===== src/dcdf_ram.sv =====
// ----------------------------------------------------------------------------
// dcdf_ram
// Simple dual-port synchronous RAM, one write and one registered read port.
// ----------------------------------------------------------------------------
module dcdf_ram #(
    parameter int DATA_W = 12,
    parameter int ADDR_W = 8
) (
    input  logic              aclk,
    input  logic              we,
    input  logic [ADDR_W-1:0] waddr,
    input  logic [DATA_W-1:0] wdata,
    input  logic [ADDR_W-1:0] raddr,
    output logic [DATA_W-1:0] rdata
);

    logic [DATA_W-1:0] mem [1 << ADDR_W];

    always_ff @(posedge aclk) begin
        if (we) begin
            mem[waddr] <= wdata;
        end
        rdata <= mem[raddr];
    end

endmodule


===== config.mk =====
export PLATFORM = sky130hd
export DESIGN_NAME = dcdf_ram
export DESIGN_NICKNAME = d
export VERILOG_FILES = /design/src/dcdf_ram.sv
export SDC_FILE = /design/constraint.sdc
export NUM_CORES = 2
export LEC_CHECK = 0
export BUFFER_PORTS_ARGS = -buffer_cell sky130_fd_sc_hd__buf_2
export CELL_PAD_IN_SITES_DETAIL_PLACEMENT = 1
export CELL_PAD_IN_SITES_GLOBAL_PLACEMENT = 1
export CORE_ASPECT_RATIO = 1.75
export CORE_MARGIN = 10
export CORE_UTILIZATION = 55
export DETAILED_ROUTE_END_ITERATION = 7
export HOLD_SLACK_MARGIN = 0.15
export PLACE_DENSITY_LB_ADDON = 0.1
export SYNTH_ARGS = -nofsm -noshare
export SYNTH_HDL_FRONTEND = slang
export SYNTH_SLANG_ARGS = --single-unit

===== constraint.sdc =====
create_clock -name aclk -period 4.9 [get_ports aclk]
set_input_delay 0.49 -clock aclk [delete_from_list [all_inputs] [get_ports aclk]]
set_output_delay 0.49 -clock aclk [all_outputs]
set_load 0.02 [all_outputs]

# ---- After elaboration in Yosys (flattened, before gate mapping)
# Memories as Yosys holds them, arrays and structs flattened. A register that Yosys moved wholly into a read port is not among the register bits.
# Cells that the tools add are included.
dict set report totals {
  elab_cells 3
  ram_bits 3072
  input_bits 30
  mem_count 1
  output_inout_bits 12
  regBits 0
}
dict set report classes {
  n_mux 2
}
# name depth word_bits read_ports rd_clocked_by_memory_dff wr line_no
set mem_list {}
lappend mem_list {mem 256 12 1 1 1 17} ;# logic [DATA_W-1:0] mem [1 << ADDR_W];
# op count
set op_table {}
lappend op_table {{two-way mux 1 bit} 2}

# ---- Logic depth before layout (Yosys ltp)
dict set report logic_depth {
  depth_word 2
  mapped_depth 11
  depth_no_buf 6
}

# ---- Worst setup path after synthesis
# Ideal clock, no wire load.
dict set report synth_timing {
  path_kind {input to register}
  startpoint {input waddr[3]}
  endpoint {memory mem[235][0], enable pin}
  arrival_ns 2.101
  slack_ns 2.419
  cell_stages 6
  setup_time_ns 0.380
  path_cell_list {clkbuf_1 nor2b_1 clkbuf_1 nand4_1 clkbuf_1 nor2_1}
}
# item line_no
set synth_rtl {}
lappend synth_rtl {{start: declaration} 11} ;# input logic [ADDR_W-1:0] waddr,
lappend synth_rtl {{end: declaration} 17}
# Straight into the memory's write port.

==> run summary <==
Setup crit start kind: input pin
# rows: 225
Skew final: 0.0278 ns
Setup Buffers After CTS: 0
CTS tree: yes
Post-Synthesis Cell Area: 119000 µm²
Clock period minus worst slack: 3.72 ns
CTS root buf: clkbuf_16
Hpwl dp: 223 mm
RR Startpoint: mem[83][11]
Proportion of layout cells with a drive suffix above 1: 25.8%
Die height: 634 µm
Number of synthesized flops with an enable pin: 3072
Worst Path Max Fanout: 41
Drc violations: 0
Post-route insts no fill: 9032
TritonRoute pass-1 iters: 5
#FFs+latches synth: 3084
Number of max-cap violations: 0
Final period utilization: 76.0%
DIE AREA: 235000 µm²
Setup ws final: 1.18 ns
Layout Area Growth over Synthesis: 12.4%
Crit end category: flip-flop
Hold Path Stages: 1
Global-route wire length before repair: 489 mm
Achievable Freq: 269 MHz
Endpoints failing setup: 0
R2r endpoint: rdata[11]
# nets final: 6002
Fill cells: 17.5k
Cell count after synthesis: 5506
Core area: 215000 µm²
Yosys cell types: 61
CTS sink cnt: 3084
Bufs on Longest Clock Path: 4
Primary FF master, synth: edfxtp_1
Worst-Margin Slew: 1.39 ns
Post-synthesis net count: 5536
Worst vdd ir: 0.000434 V
WL final: 346 mm
Initial Util: 55.3%
Number of vias per cell: 6.63
Clock-pin slew on the worst setup and hold paths: 0.06 ns
Avg WL per Cell: 38.3 µm
PD cells: 403 nW/µm²
Largest net degree at the start of global routing: 141
Final Max Tran Viols: 0
Leak: 42.0 nW
Hold Crit Class: in2reg
Syn Area/Cell: 21.5 µm²
Via count: 59.9k
GRT Util Overall: 29.5%
HP Start: wdata[8]
FFs w/ async S/R, synth: 0%
Final hold vios: 0
Number of CTS-inserted buffers: 283
Final Cell Area: 133000 µm²
Placed cell count: 8517
# port buffers: 41
Final core occ: 62.2%
DP Area: 124000 µm²
Die width: 371 µm
Htree depth: 5
Slew Limit Headroom: 6.82%
Register area share after synthesis: 78.0%
I/O Pins: 42
R2R cell count: 8
Yosys warnings: 0
Min-Delay Endpoint: mem[100][8]
Initial drt markers: 6963
Vias in the first global route: 63.2k
Setup CP Type: in2reg
Place WS: 0.310 ns
Status: completed
Antenna violations before repair: 26
RSZ-0062 raised after global routing: false
WP data arrival: 4.47 ns
Final global-route overflow total: 0
Total chip power: 53.8 mW
Clock Latency Late Sink: 0.84 ns
Detail Route Antenna Nets: 0
R2R Setup Slk: 1.65 ns
GP Congestion: 0.891
Required time of the worst setup path: 5.65 ns
-- power breakdown --
part | switching (mW) | internal (mW)
logic | 1.97 | 0.930
clock network | 9.59 | 12.2
registers | 0.0605 | 29.1
-- flip-flops by register name, summed over array words and instances, names as in the netlist --
register and flops:
rdata 12, mem 3072
-- routing by layer --
layer / track usage, % / part of all wire (%) / vias up
li1: - / - / 24142
met1: 35.3 / 34 / 32328
met2: 50.9 / 52 / 2727
met3: 4.28 / 6.8 / 692
met4: 17.0 / 6.6 / 12
met5: 0 / 0.023 / -
-- kinds of logic (layout without fill, tap and decap cells) --
group	count (synthesis)	in the layout	share of synthesized area, %
AOI/OAI and AO/OA	637	637	3.75
buffers and inverters	341	1016	1.83
other	0	14	0
DFF	3084	3084	78.0
and+or+nand+nor	550	550	2.17
muxes	894	894	14.3
-- metrics by stage --
step	setup TNS (ns)	hold slack [ns]
after floorplan	0	0.589
after global placement	-0.387	0.951
after detailed placement	0	0.965
after CTS	0	0.157
after global routing	0	0.174
final	0	0.138
-- final cells by class --
cell class              instances  area (µm²)  area share, %
inverters                       3        11.3        0.00844
diodes                         14        35.0         0.0263
repair buffers                519        4380           3.29
clock buffers                 357        7560           5.67
clock inverters               137        1290          0.965
multi-input cells            2081       24100           18.0
flip-flops and latches       3084       92500           69.3
well taps                    2837        3550           2.66
-- critical path: stages --
cell      delay [ns]
buf_4           0.56
nand2b_2        0.77
o221ai_1        0.77
o21ai_0         0.38
nor2_1          0.84
nor4_1          0.23
nor4b_2         0.34
-- Yosys cell counts, drive strengths merged (35+ instances only) --
cell type,n,share of area (%)
clkbuf,153,0.48
o22ai,88,0.46
nor4,37,0.21
nor2b,37,0.20
nand2,45,0.14
mux2,35,0.33
a22oi,215,1.4
o221ai,55,0.42
nor2,302,0.96
a21oi,121,0.51
buf,185,1.3
mux2i,223,1.9
edfxtp,3072,78
o21ai,35,0.15
mux4,636,12
-- layout by cell type, fill, tap and decap left out, drive strengths merged, types with 6 or more instances in the layout --
cell    count
edfxtp   3072
nand3      32
mux2i     223
diode      14
nor4       37
nor4b       6
o21ai      35
o32ai      11
a31oi      16
a22o       19
clkbuf    358
nor3       33
and3b       7
mux4      636
clkinv    102
o221ai     55
a22oi     215
and3        6
nand2b      9
a221oi     20
o22ai      88
dfxtp      12
bufinv     23
nor2      302
a211oi     20
nor2b      37
a21oi     121
mux2       35
nand4      13
nand2      45
buf       513
or2         6
inv        12
-- timing repair --
item,in CTS,in global routing
hold endpoints to repair,159,0
resized for setup,0,0
hold buffers,5,0
-- worst max path at each step --
stage	from	endpoint	slack, ns
global route	raddr[0]	rdata[6]	1.22
detailed placement	raddr[0]	rdata[6]	0.31
floorplan	waddr[3]	mem[235][0]	2.42
CTS	raddr[0]	rdata[6]	1.20
global placement	raddr[0]	rdata[10]	-0.39
finish	raddr[2]	rdata[4]	1.18
Power figures use the tool's default switching activity.
