--- src/dcdf_pkg.sv ---
// ----------------------------------------------------------------------------
// dcdf_pkg
// Shared types and constants of the two-channel DDS DAC feeder.
// ----------------------------------------------------------------------------
package dcdf_pkg;

    localparam int PHASE_BITS  = 32;
    localparam int INDEX_BITS  = 8;
    localparam int SAMPLE_BITS = 12;
    localparam int WORD_BITS   = 16;
    localparam int CFG_IDX_W   = 2;
    localparam int CFG_DATA_W  = 32;

    localparam int FIFO_DEPTH  = 4;
    localparam int FIFO_PTR_W  = $clog2(FIFO_DEPTH);
    localparam int FIFO_CNT_W  = $clog2(FIFO_DEPTH + 1);

    // Input item kinds.
    localparam logic [1:0] FUNC_TICK    = 2'd0;
    localparam logic [1:0] FUNC_LOAD    = 2'd1;
    localparam logic [1:0] FUNC_RESTART = 2'd2;

    // Configuration register indexes.
    localparam logic [CFG_IDX_W-1:0] CFG_STEP_A = 2'd0;
    localparam logic [CFG_IDX_W-1:0] CFG_STEP_B = 2'd1;
    localparam logic [CFG_IDX_W-1:0] CFG_EN_A   = 2'd2;
    localparam logic [CFG_IDX_W-1:0] CFG_EN_B   = 2'd3;

    // Buffered reference, unity gain, active: always set in a command word.
    localparam logic [2:0] WORD_CTRL = 3'b111;

    typedef struct packed {
        logic [WORD_BITS-1:0] dac_word;
        logic                 chan;
        logic                 last;
    } out_item_t;

    typedef struct packed {
        logic first;
        logic second;
    } push_t;

endpackage

--- src/dcdf_out_fifo.sv ---
// ----------------------------------------------------------------------------
// dcdf_out_fifo
// Small result queue that takes up to two words per cycle and sends one while the sink is ready.
// ----------------------------------------------------------------------------
module dcdf_out_fifo (
    input  logic                             aclk,
    input  logic                             aresetn,
    input  dcdf_pkg::push_t                  push,
    input  dcdf_pkg::out_item_t              item0,
    input  dcdf_pkg::out_item_t              item1,
    output logic [dcdf_pkg::FIFO_CNT_W-1:0]  count,
    output logic                             out_valid,
    input  logic                             out_ready,
    output dcdf_pkg::out_item_t              out_item
);
    import dcdf_pkg::*;

    out_item_t               mem [FIFO_DEPTH];
    logic [FIFO_PTR_W-1:0]   wr_ptr_reg, wr_ptr_next;
    logic [FIFO_PTR_W-1:0]   rd_ptr_reg, rd_ptr_next;
    logic [FIFO_CNT_W-1:0]   count_reg, count_next;
    logic                    pop;
    logic [FIFO_CNT_W-1:0]   push_n;

    assign pop       = out_valid && out_ready;
    assign push_n    = FIFO_CNT_W'(push.first) + FIFO_CNT_W'(push.second);
    assign out_valid = (count_reg != '0);
    assign out_item  = mem[rd_ptr_reg];
    assign count     = count_reg;

    always_comb begin
        wr_ptr_next = wr_ptr_reg + FIFO_PTR_W'(push_n);
        rd_ptr_next = rd_ptr_reg + FIFO_PTR_W'(pop);
        count_next  = count_reg + push_n - FIFO_CNT_W'(pop);
    end

    // The second slot is only used together with the first one.
    always_ff @(posedge aclk) begin
        if (push.first) begin
            mem[wr_ptr_reg] <= item0;
        end
        if (push.second) begin
            mem[wr_ptr_reg + FIFO_PTR_W'(1)] <= item1;
        end
    end

    always_ff @(posedge aclk) begin
        if (!aresetn) begin
            wr_ptr_reg <= '0;
            rd_ptr_reg <= '0;
            count_reg  <= '0;
        end else begin
            wr_ptr_reg <= wr_ptr_next;
            rd_ptr_reg <= rd_ptr_next;
            count_reg  <= count_next;
        end
    end

endmodule

--- config.mk ---
export PLATFORM = sky130hd
export DESIGN_NAME = dcdf_out_fifo
export DESIGN_NICKNAME = d
export VERILOG_FILES = /design/src/dcdf_pkg.sv /design/src/dcdf_out_fifo.sv
export SDC_FILE = /design/constraint.sdc
export NUM_CORES = 1
export LEC_CHECK = 0
export ABC_AREA = 1
export BUFFER_PORTS_ARGS = -buffer_cell sky130_fd_sc_hd__buf_2
export CAP_MARGIN = 10
export CORE_MARGIN = 8
export CORE_UTILIZATION = 51
export DETAILED_ROUTE_END_ITERATION = 10
export GPL_ROUTABILITY_DRIVEN = 0
export PLACE_DENSITY_LB_ADDON = 0.12
export RECOVER_POWER = 25
export SLEW_MARGIN = 20
export SYNTH_ARGS = -nofsm -noshare
export SYNTH_HDL_FRONTEND = slang
export SYNTH_SLANG_ARGS = --single-unit
--- constraint.sdc ---
create_clock -name aclk -period 2.3 [get_ports aclk]
set_clock_uncertainty 0.1 [all_clocks]
set_input_delay 0 -clock aclk [delete_from_list [all_inputs] [get_ports aclk]]
set_output_delay 0 -clock aclk [all_outputs]
set_load 0.01 [all_outputs]
# After elaboration in Yosys (flattened, before gate mapping)
# Memory sizes are Yosys's and may differ from the RTL's. A register that Yosys moved wholly into a read port is not among the register bits.
# Index checks and enable logic that the tools add are counted.
dict set report op_classes {
  reduce_logical 2
  n_mux 5
  n_addsub 6
}
# operator count
set ops {}
lappend ops {{1-bit 2-to-1 mux} 4}
lappend ops {{3-bit by 2-bit adder with 3-bit output} 1}
lappend ops {{3-bit nonzero test} 1}
lappend ops {{3-bit by 1-bit subtractor with 3-bit output} 1}
lappend ops {{1-bit by 1-bit adder with 2-bit output} 1}
lappend ops {{2-bit by 1-bit adder with 2-bit output} 1}
lappend ops {{2-bit by 1-bit adder with 2-bit output, second input constant} 1}
lappend ops {{2-bit adder} 1}
lappend ops {{2-bit 2-to-1 mux} 1}
lappend ops {{1-bit logical AND} 1}
dict set report totals {
  output_inout_bits 22
  ram_bits 72
  reg_bits 7
  input_bits 41
  n_memories 1
  wordCells 17
}
# name depth word_bits read_ports rd_ports_with_merged_regs write_ports line_no
set mem_list {}
lappend mem_list {mem 4 18 1 1 2 dcdf_out_fifo.sv:18} ;# out_item_t mem [FIFO_DEPTH];

# Logic depth before layout (Yosys ltp)
# Gate-level depths: netlist of the first run.
dict set report logic_depth {
  ltp_word 4
  depth_mapped 11
  ltp_nobuf 11
}

# Worst setup path after synthesis of the first run
# No wires, ideal clock.
dict set report synth_path {
  path_type {register to register}
  startpoint {register wr_ptr_reg[0]}
  endpoint {memory mem[3][0] (netlist bit), enable pin}
  stages_incl_launch_ff 3
  t_arrival_ns 1.964
  synth_period_minus_slack_ns 2.485
  setup_ns 0.421
  setup_slack_ns -0.185
  required_ns 1.779
  n_path_buf 0
  path_cell_list {dfxtp_1 inv_1 o31ai_1}
}
# item line_no
set synth_rtl {}
lappend synth_rtl {{from (decl)} dcdf_out_fifo.sv:19} ;# logic [FIFO_PTR_W-1:0] wr_ptr_reg, wr_ptr_next;
lappend synth_rtl {{from (signal assigned)} dcdf_out_fifo.sv:53} ;# wr_ptr_reg <= wr_ptr_next;
lappend synth_rtl {{to (decl)} dcdf_out_fifo.sv:18}

==> flow_summary.json, run 1 <==
{
  "antenna_left": 0,
  "status": "finished clean",
  "post-place-ws_ps": 311,
  "nets": 573,
  "worstPathArrival_ps": 2110,
  "grt_max_degree": 37,
  "cap_violations": 0,
  "mostFrequentLayoutCell": "o21ai_0",
  "drt_pre_antenna_iters": 5,
  "peakVddDrop_mv": 0.596,
  "cpPeakStageDelay_ps": 560,
  "dpl_cell_area_um2": 4310,
  "rsz0062_at_grt": "false",
  "cts-root-buf": "clkbuf_8",
  "numPortBuffers": 62,
  "clockBufferDepth": 2,
  "syn_area_per_cell_um2": 9.44,
  "drive_gt1_frac": 0.175,
  "syn_inst": 406,
  "final_max_slew_viol_count": 0,
  "syn_nets": 452,
  "core-area_um2": 7250,
  "synth_seq_area_share": 0.601,
  "fin_crit_ps": 2120,
  "grt_pass1_wl_um": 15500,
  "cts_setup_buffers": 0,
  "dp_hpwl_um": 6060,
  "row_count": 31,
  "overflow": 0,
  "min_period_over_period": 0.922,
  "setup_viol": 0,
  "powerDensity_nw_per_um2": 825,
  "p_leak_nw": 2.13,
  "hp-class": "primary input to flip-flop",
  "slowest_stage": "dlygate4sd3_1",
  "worst_slew_pin_slew_ps": 1020,
  "htreeDepth": 3,
  "cpMostUsedCell": "buf_4",
  "grt_pass1_vias": 3304,
  "cts_tree": "built",
  "clk_pin_slew_ps": 80,
  "finish.utilization": 0.694,
  "max_freq_mhz": 472,
  "drt-wirelength-per-cell_um": 15.3,
  "syn2layout_area_growth_pct": 31.5,
  "die_w_um": 103,
  "syn-cell-area_um2": 3830,
  "mostFrequentLayoutCells": "o21ai_0, nand2_1, edfxtp_1, buf_2, dlygate4sd3_1",
  "cp-end-kind": "flip-flop",
  "io_pins": 63,
  "dp_cells": 559,
  "cp.required_ps": 2290,
  "worst_setup_path_start_kind": "flip-flop",
  "initial_core_util": 0.528,
  "die_area_um2": 10500,
  "antenna_cells": 0,
  "drc": 0,
  "clk_latency_ps": 340,
  "worstPathCellList": "buf_4 > nor2_2 > nand2_4 > buf_4 > nand2_1 > o21ai_0 > dlygate4sd3_1",
  "finalWorstSetupSlack_ps": 180,
  "max-slew-margin-rel": 0.323,
  "vias_per_cell": 5.20,
  "vias": 3281,
  "fin_area_um2": 5040,
  "fin_cells": 631,
  "drt_iter0_markers": 183,
  "clock-sinks": 79,
  "yosysWarnings": 0,
  "grt_usage": 0.193,
  "largest_register_ffs": 72,
  "antenna_found_initial": 0,
  "synth_seq_cells": 79,
  "tritoncts.num_buffers": 9,
  "fp.dieH_um": 103,
  "routed_wl_um": 9670,
  "fillers": 569,
  "path_class": "flip-flop to flip-flop",
  "cp_max_fo": 26,
  "hold_viol_final": 0,
  "synth.distinct_cells": 24
}
-- cell families (layout without fill, tap and decap cells) --
logic type / after synthesis / in the layout / synth area share
simple gates: 138 / 138 / 0.142
compound gates: 130 / 130 / 0.178
flops: 79 / 79 / 0.601
buf+inv: 52 / 178 / 0.0562
xor+xnor: 2 / 2 / 0.00457
fa+ha+maj: 5 / 5 / 0.0183
-- repair_timing --
| action | 4_1_cts | 5_1_grt |
|---|---|---|
| setup endpoints to repair | 0 | 9 |
| gates resized for setup | 0 | 3 |
| hold buffers | 56 | 0 |
| hold endpoints to repair | 79 | 0 |
-- where the power goes --
part | internal (mW) | switching (mW)
Clock | 0.492 | 0.510
Combinational | 0.496 | 0.791
Sequential | 1.81 | 0.0601
Total | 2.79 | 1.36
-- metal layers --
| metal | global-route usage | routed length, µm | up-vias |
|---|---|---|---|
| met2 | 0.354 | 5170 | 107 |
| met1 | 0.211 | 3780 | 1511 |
| met4 | 0.0677 | 113 | 0 |
| met3 | 0.0446 | 601 | 11 |
| li1 | - | - | 1652 |
| met5 | 0 | 0 | - |
-- cells in the mapped netlist (all sizes together) --
library cell | count | area, µm²
o22ai | 18 | 113
edfxtp | 72 | 2160
inv | 29 | 109
dfxtp | 7 | 140
ha | 4 | 50.1
xor2 | 1 | 8.76
clkinv | 1 | 3.75
buf | 8 | 40.0
a21oi | 1 | 5.00
or2 | 1 | 6.26
nand3 | 4 | 35.0
clkbuf | 14 | 62.6
o21ai | 108 | 541
fa | 1 | 20.0
nand4 | 1 | 6.26
o31ai | 3 | 22.5
nand2 | 89 | 337
xnor2 | 1 | 8.76
nor2 | 43 | 161
-- through the flow --
stage	setup TNS (ps)	total power [mW]	hold WS (ps)
floorplan	-9430	2.62	-6.55
global placement	0	3.07	178
detailed placement	0	3.10	195
CTS	0	4.18	46.9
global route	0	4.39	108
finish	0	4.16	46.7
-- area by class of cell --
cell class	count	area, µm²	area share
clock buffer	9	124	0.0246
clock inverter	7	63.8	0.0127
multi-input combinational	275	1350	0.267
sequential	79	2300	0.457
tap	99	124	0.0246
timing repair buffer	132	965	0.192
inverter	30	113	0.0224
-- path summary, 6_finish.rpt --
kind / from / to / slack (ps) / cells past startpoint
worst min-delay path: push[1] / wr_ptr_reg[0] / 50 / 5
worst max register to register: wr_ptr_reg[0] / mem[1][6] / 180 / 7
worst max-delay path: wr_ptr_reg[0] / mem[1][6] / 180 / 7
worst min register to register: count[2] / count[2] / 430 / 2
-- critical path, delay by kind of cell (launching register included) --
family          cells  cell delay (ps)
buf+inv             3              970
simple gates        3              370
flops               1              330
compound gates      1               80
No activity file was read; power rests on OpenSTA's default activity.
==> run 2: changes to the inputs <==
--- a/config.mk
+++ b/config.mk
@@ -9,7 +9,7 @@
 export BUFFER_PORTS_ARGS = -buffer_cell sky130_fd_sc_hd__buf_2
 export CAP_MARGIN = 10
 export CORE_MARGIN = 8
-export CORE_UTILIZATION = 51
+export CORE_UTILIZATION = 50
 export DETAILED_ROUTE_END_ITERATION = 10
 export GPL_ROUTABILITY_DRIVEN = 0
 export PLACE_DENSITY_LB_ADDON = 0.12
==> run 2 against run 1 <==
Global-route usage down 0.77 points. Sequential share of layout area decreased by 0.26 points. Sequential power hardly changed. Die area grew 1.7%. Largest cell class unchanged.
==> flow_summary.json, run 2 (same netlist as run 1, synthesis figures left out) <==
{
  "antenna_left": 0,
  "cp-end-kind": "flip-flop",
  "io_pins": 63,
  "critical-path-top-delay-family": "buffers and inverters",
  "cp_max_fo": 24,
  "row_count": 32,
  "drt_pre_antenna_iters": 5,
  "worstPathArrival_ps": 2100,
  "r2r-start": "wr_ptr_reg[0]",
  "cpPeakStageDelay_ps": 560,
  "vias": 3310,
  "cts_tree": "built",
  "slowest_stage": "dlygate4sd3_1",
  "clockBufferDepth": 2,
  "core-area_um2": 7570,
  "worst_slew_pin_slew_ps": 828,
  "critPathLaunch": "wr_ptr_reg[0]",
  "max_freq_mhz": 474,
  "grt_pass1_vias": 3343,
  "fp.dieH_um": 104,
  "max-slew-margin-rel": 0.448,
  "grt_pass1_wl_um": 15900,
  "grt_usage": 0.185,
  "die_w_um": 104,
  "initial_core_util": 0.506,
  "drive_gt1_frac": 0.169,
  "dp_cells": 563,
  "numPortBuffers": 62,
  "fin_crit_ps": 2110,
  "r2r_end": "mem[1][9]",
  "mostFrequentLayoutCell": "o21ai_0",
  "dp_hpwl_um": 5930,
  "min_path_cells": 5,
  "hp-class": "primary input to flip-flop",
  "final_max_slew_viol_count": 0,
  "p_leak_nw": 2.14,
  "reg2reg_slack_ps": 190,
  "tritoncts.num_buffers": 9,
  "drt_iter0_markers": 117,
  "setup_viol": 0,
  "htreeDepth": 3,
  "routed_wl_um": 10000,
  "mostFrequentLayoutCells": "o21ai_0, nand2_1, edfxtp_1, buf_2, dlygate4sd3_1",
  "die_area_um2": 10700,
  "cts-root-buf": "clkbuf_8",
  "finalPower_mw": 4.25,
  "syn2layout_area_growth_pct": 32.2,
  "path_class": "flip-flop to flip-flop",
  "largest_register_ffs": 72,
  "antenna_found_initial": 1,
  "clk_latency_ps": 340,
  "powerDensity_nw_per_um2": 838,
  "grt_max_degree": 39,
  "min_period_over_period": 0.917,
  "cts_setup_buffers": 0,
  "critPathBufInv": 2,
  "status": "finished clean",
  "worst_setup_path_start_kind": "flip-flop",
  "rsz0062_at_grt": "false",
  "drc": 0,
  "fin_area_um2": 5070,
  "clk_pin_slew_ps": 70,
  "overflow": 0,
  "dpl_cell_area_um2": 4320,
  "hold_viol_final": 0,
  "min-delay-start": "push[1]",
  "vias_per_cell": 5.20,
  "cp.required_ps": 2290,
  "clock-sinks": 79,
  "fin_cells": 636,
  "worstPathCellList": "nor2_1 > nand2_4 > buf_6 > nand2_1 > o21ai_0 > dlygate4sd3_1",
  "peakVddDrop_mv": 0.494,
  "ff2ff_path_depth": 6,
  "tns_ps": 0,
  "holdPathEnd": "wr_ptr_reg[0]",
  "nets": 574,
  "drt-wirelength-per-cell_um": 15.8,
  "cap_violations": 0
}
run 2: cell types whose count changed in the layout (fill, tap and decap cells not counted), sizes merged:
cell / change
clkbuf: +3
diode: +1
clkinvlp: -1
clkinv: -1
bufinv: +1
buf: -1
run 2: per-stage QoR:
step           hold WS [ps]  worst slack [ps]   util
2_1_floorplan         -6.55              -185      -
3_3_place_gp            179               402  0.571
3_5_place_dp            188               358  0.571
4_1_cts                53.4              76.9  0.673
5_1_grt                 121              81.2  0.669
6_report               74.6               190  0.669
run 2: worst max path at each step:
| stage | end | cells past startpoint |
|---|---|---|
| global route | mem[1][9] | 6 |
| global placement | count[2] | 11 |
| floorplan | mem[3][0] | 2 |
| detailed placement | count[2] | 11 |
| finish | mem[1][9] | 6 |
| CTS | mem[1][9] | 5 |
run 2: tightest hold or removal path, cell delays in order:
cell	delay, ps
buf_2	100
ha_1	160
ha_1	130
nand2_1	50
inv_1	40
run 2: cell type report:
type,instances,area [µm²]
diodes,1,2.50
clock buffers,10,128
clock inverters,6,85.1
fillers,609,2500
inverters,30,113
multi-input cells,275,1340
flip-flops and latches,79,2300
well taps,102,128
repair buffers,133,968
run 2: metal layers:
| layer | vias up | global-route usage | share of wire |
|---|---|---|---|
| met2 | 95 | 0.323 | 0.51 |
| met4 | 0 | 0.101 | 0.018 |
| met1 | 1541 | 0.206 | 0.42 |
| met3 | 20 | 0.0384 | 0.052 |
| li1 | 1654 | - | - |
| met5 | - | 0 | 0 |
run 2: where the power goes:
part           leakage [nW]  switching [mW]  total, mW  internal [mW]
clock                 0.104           0.495       1.10          0.608
combinational          1.30           0.800       1.28          0.477
sequential            0.735          0.0609       1.87           1.81
run 2: timing repair:
item	in CTS	in global routing
hold buffers	56	0
hold endpoints to repair	79	0
setup endpoints to repair	0	8
resized for setup	0	3
==> run 3: changes to the inputs <==
--- a/config.mk
+++ b/config.mk
@@ -5,7 +5,6 @@
 export SDC_FILE = /design/constraint.sdc
 export NUM_CORES = 1
 export LEC_CHECK = 0
-export ABC_AREA = 1
 export BUFFER_PORTS_ARGS = -buffer_cell sky130_fd_sc_hd__buf_2
 export CAP_MARGIN = 10
 export CORE_MARGIN = 8
==> run 3 against run 2 <==
Clock-buffer cell count down 1. Largest cell class unchanged. Routed wire length down 13%. Total power down 2.8%. Global-route usage down 1.9 points. First-iteration DRC count down 41%. Final cell count down 29%. Maximum frequency down 3.4%. Largest power group unchanged. Area after synthesis up 4.9%.
==> flow_summary.json, run 3 <==
{
  "core-area_um2": 7770,
  "syn_area_per_cell_um2": 18.5,
  "routed_wl_um": 8760,
  "synth_top_area_frac": 0.538,
  "powerDensity_nw_per_um2": 798,
  "worstPathArrival_ps": 2180,
  "cp_max_fo": 7,
  "htreeDepth": 3,
  "multi_input_area_um2": 1620,
  "synth_seq_cells": 79,
  "yosys-top-cells-count": "edfxtp_1, mux2_2, mux2_4",
  "vias_per_cell": 5.30,
  "regArea_um2": 2300,
  "cts-root-buf": "clkbuf_8",
  "drive_gt1_frac": 0.516,
  "grt_pass1_wl_um": 14300,
  "async_reset_ff_frac": 0,
  "p_leak_nw": 1.99,
  "initial_core_util": 0.517,
  "finalWorstSetupSlack_ps": 116,
  "dp_cells": 383,
  "max_freq_mhz": 458,
  "worst_slew_pin_slew_ps": 1060,
  "row_count": 32,
  "drt-wirelength-per-cell_um": 19.5,
  "max-slew-margin-rel": 0.291,
  "synth_top_cell_by_area": "edfxtp_1",
  "antenna_cells": 0,
  "synth_seq_area_share": 0.573,
  "drc": 0,
  "min-delay-start": "push[1]",
  "critPathLaunch": "wr_ptr_reg[1]",
  "clock-sinks": 79,
  "grt_usage": 0.165,
  "antenna_found_initial": 0,
  "worst_setup_path_start_kind": "flip-flop",
  "drt_pre_antenna_iters": 4,
  "die_area_um2": 11200,
  "seq_power_share": 0.459,
  "synth_area_leaders": "edfxtp_1, mux2_2, mux4_2",
  "clk_latency_ps": 340,
  "peakVddDrop_mv": 0.554,
  "r2r-start": "wr_ptr_reg[1]",
  "finish.utilization": 0.666,
  "fp.dieH_um": 106,
  "status": "finished clean",
  "largest_register_ffs": 72,
  "cp-end-kind": "flip-flop",
  "finalPower_mw": 4.13,
  "yosysWarnings": 0,
  "synth_edf_count": 72,
  "post-place-ws_ps": 354,
  "grt_pass1_vias": 2748,
  "cts_tree": "built",
  "io_pins": 63,
  "fillers": 562,
  "p_clk_frac": 0.210,
  "min_period_over_period": 0.950,
  "hp-class": "primary input to flip-flop",
  "path_class": "flip-flop to flip-flop",
  "fin_cells": 449,
  "overflow": 0,
  "final_max_slew_viol_count": 0,
  "grt_max_degree": 20,
  "cap_violations": 0,
  "vias": 2378,
  "setup_viol": 0,
  "syn2layout_area_growth_pct": 28.8,
  "drt_iter0_markers": 69,
  "mostFrequentLayoutCells": "edfxtp_1, buf_2, mux2_2, dlygate4sd3_1, mux2_4",
  "syn_inst": 217,
  "tritoncts.num_buffers": 9,
  "switchingPower_mw": 1.19,
  "numPortBuffers": 62,
  "nets": 388,
  "syn_nets": 263,
  "hold_viol_final": 0,
  "p_sw_frac": 0.287,
  "syn-cell-area_um2": 4020,
  "tns_ps": 0,
  "synth-main-ff-cell": "edfxtp_1",
  "cell_internal_pwr_mw": 2.94,
  "cp.required_ps": 2300,
  "dp_hpwl_um": 5630,
  "fin_crit_ps": 2180,
  "antenna_left": 0,
  "clk_pin_slew_ps": 80,
  "yosysMostFrequentCell": "edfxtp_1",
  "rsz0062_at_grt": "false",
  "synth.distinct_cells": 30,
  "clockBufferDepth": 2,
  "die_w_um": 106,
  "p_comb_frac": 0.330,
  "mostFrequentLayoutCell": "edfxtp_1"
}
[run 3: final timing paths]
check / endpoint / slack, ps / cells after the start
worst max-delay path: mem[1][0] / 120 / 4
worst min-delay path: wr_ptr_reg[0] / 110 / 4
worst max register to register: mem[1][0] / 120 / 4
worst min register to register: rd_ptr_reg[1] / 380 / 2
[run 3: what timing repair did]
item                                    CTS  global route
buffers inserted                          0             1
endpoints found under the setup margin    0             4
gates resized for setup                   0             0
hold buffers                             49             0
hold endpoints to repair                 79             0
[run 3: metal layers]
metal / routed length, µm / global-route usage
met4: 115 / 0.0503
met2: 4700 / 0.298
met5: 0 / 0
met1: 3610 / 0.191
met3: 335 / 0.0365
[run 3: power groups by stage]
stage               clock, mW  sequential (mW)  combinational, mW
CTS                     0.894             1.90               1.42
global route            0.946             1.92               1.48
finish                  0.868             1.90               1.36
detailed placement          0             1.93               1.33
global placement            0             1.92               1.31
floorplan                   0             1.91              0.852
[run 3: cell families (layout without fill, tap and decap cells)]
kind of cell             Yosys count  in the layout  synth area share
AO/OA/AOI/OAI                      4              4           0.00654
XOR/XNOR                           3              3            0.0134
adder cells (fa/ha/maj)            5              5            0.0174
buffers and inverters             15            145            0.0280
flip-flops                        79             79             0.573
multiplexers                      93             93             0.328
AND/OR/NAND/NOR                   18             18            0.0336
[run 3: critical path, stage by stage, from the launching register on]
cell           delay, ps
dfxtp_1              310
buf_4                170
nor3b_4              430
mux2_2               390
dlygate4sd3_1        550
[run 3: metrics by stage]
| step | area, µm² | hold slack, ps |
|---|---|---|
| floorplan | 4020 | 21.7 |
| global placement | 4550 | 233 |
| detailed placement | 4550 | 239 |
| CTS | 5200 | 99.7 |
| global route | 5170 | 140 |
| finish | 5170 | 105 |
[run 3: cell type report]
class	instances	share of cell area
flip-flops and latches	79	0.445
clock buffers	9	0.0239
repair buffers	125	0.183
clock inverters	7	0.00774
multi-input cells	123	0.312
inverters	4	0.00290
well taps	102	0.0247
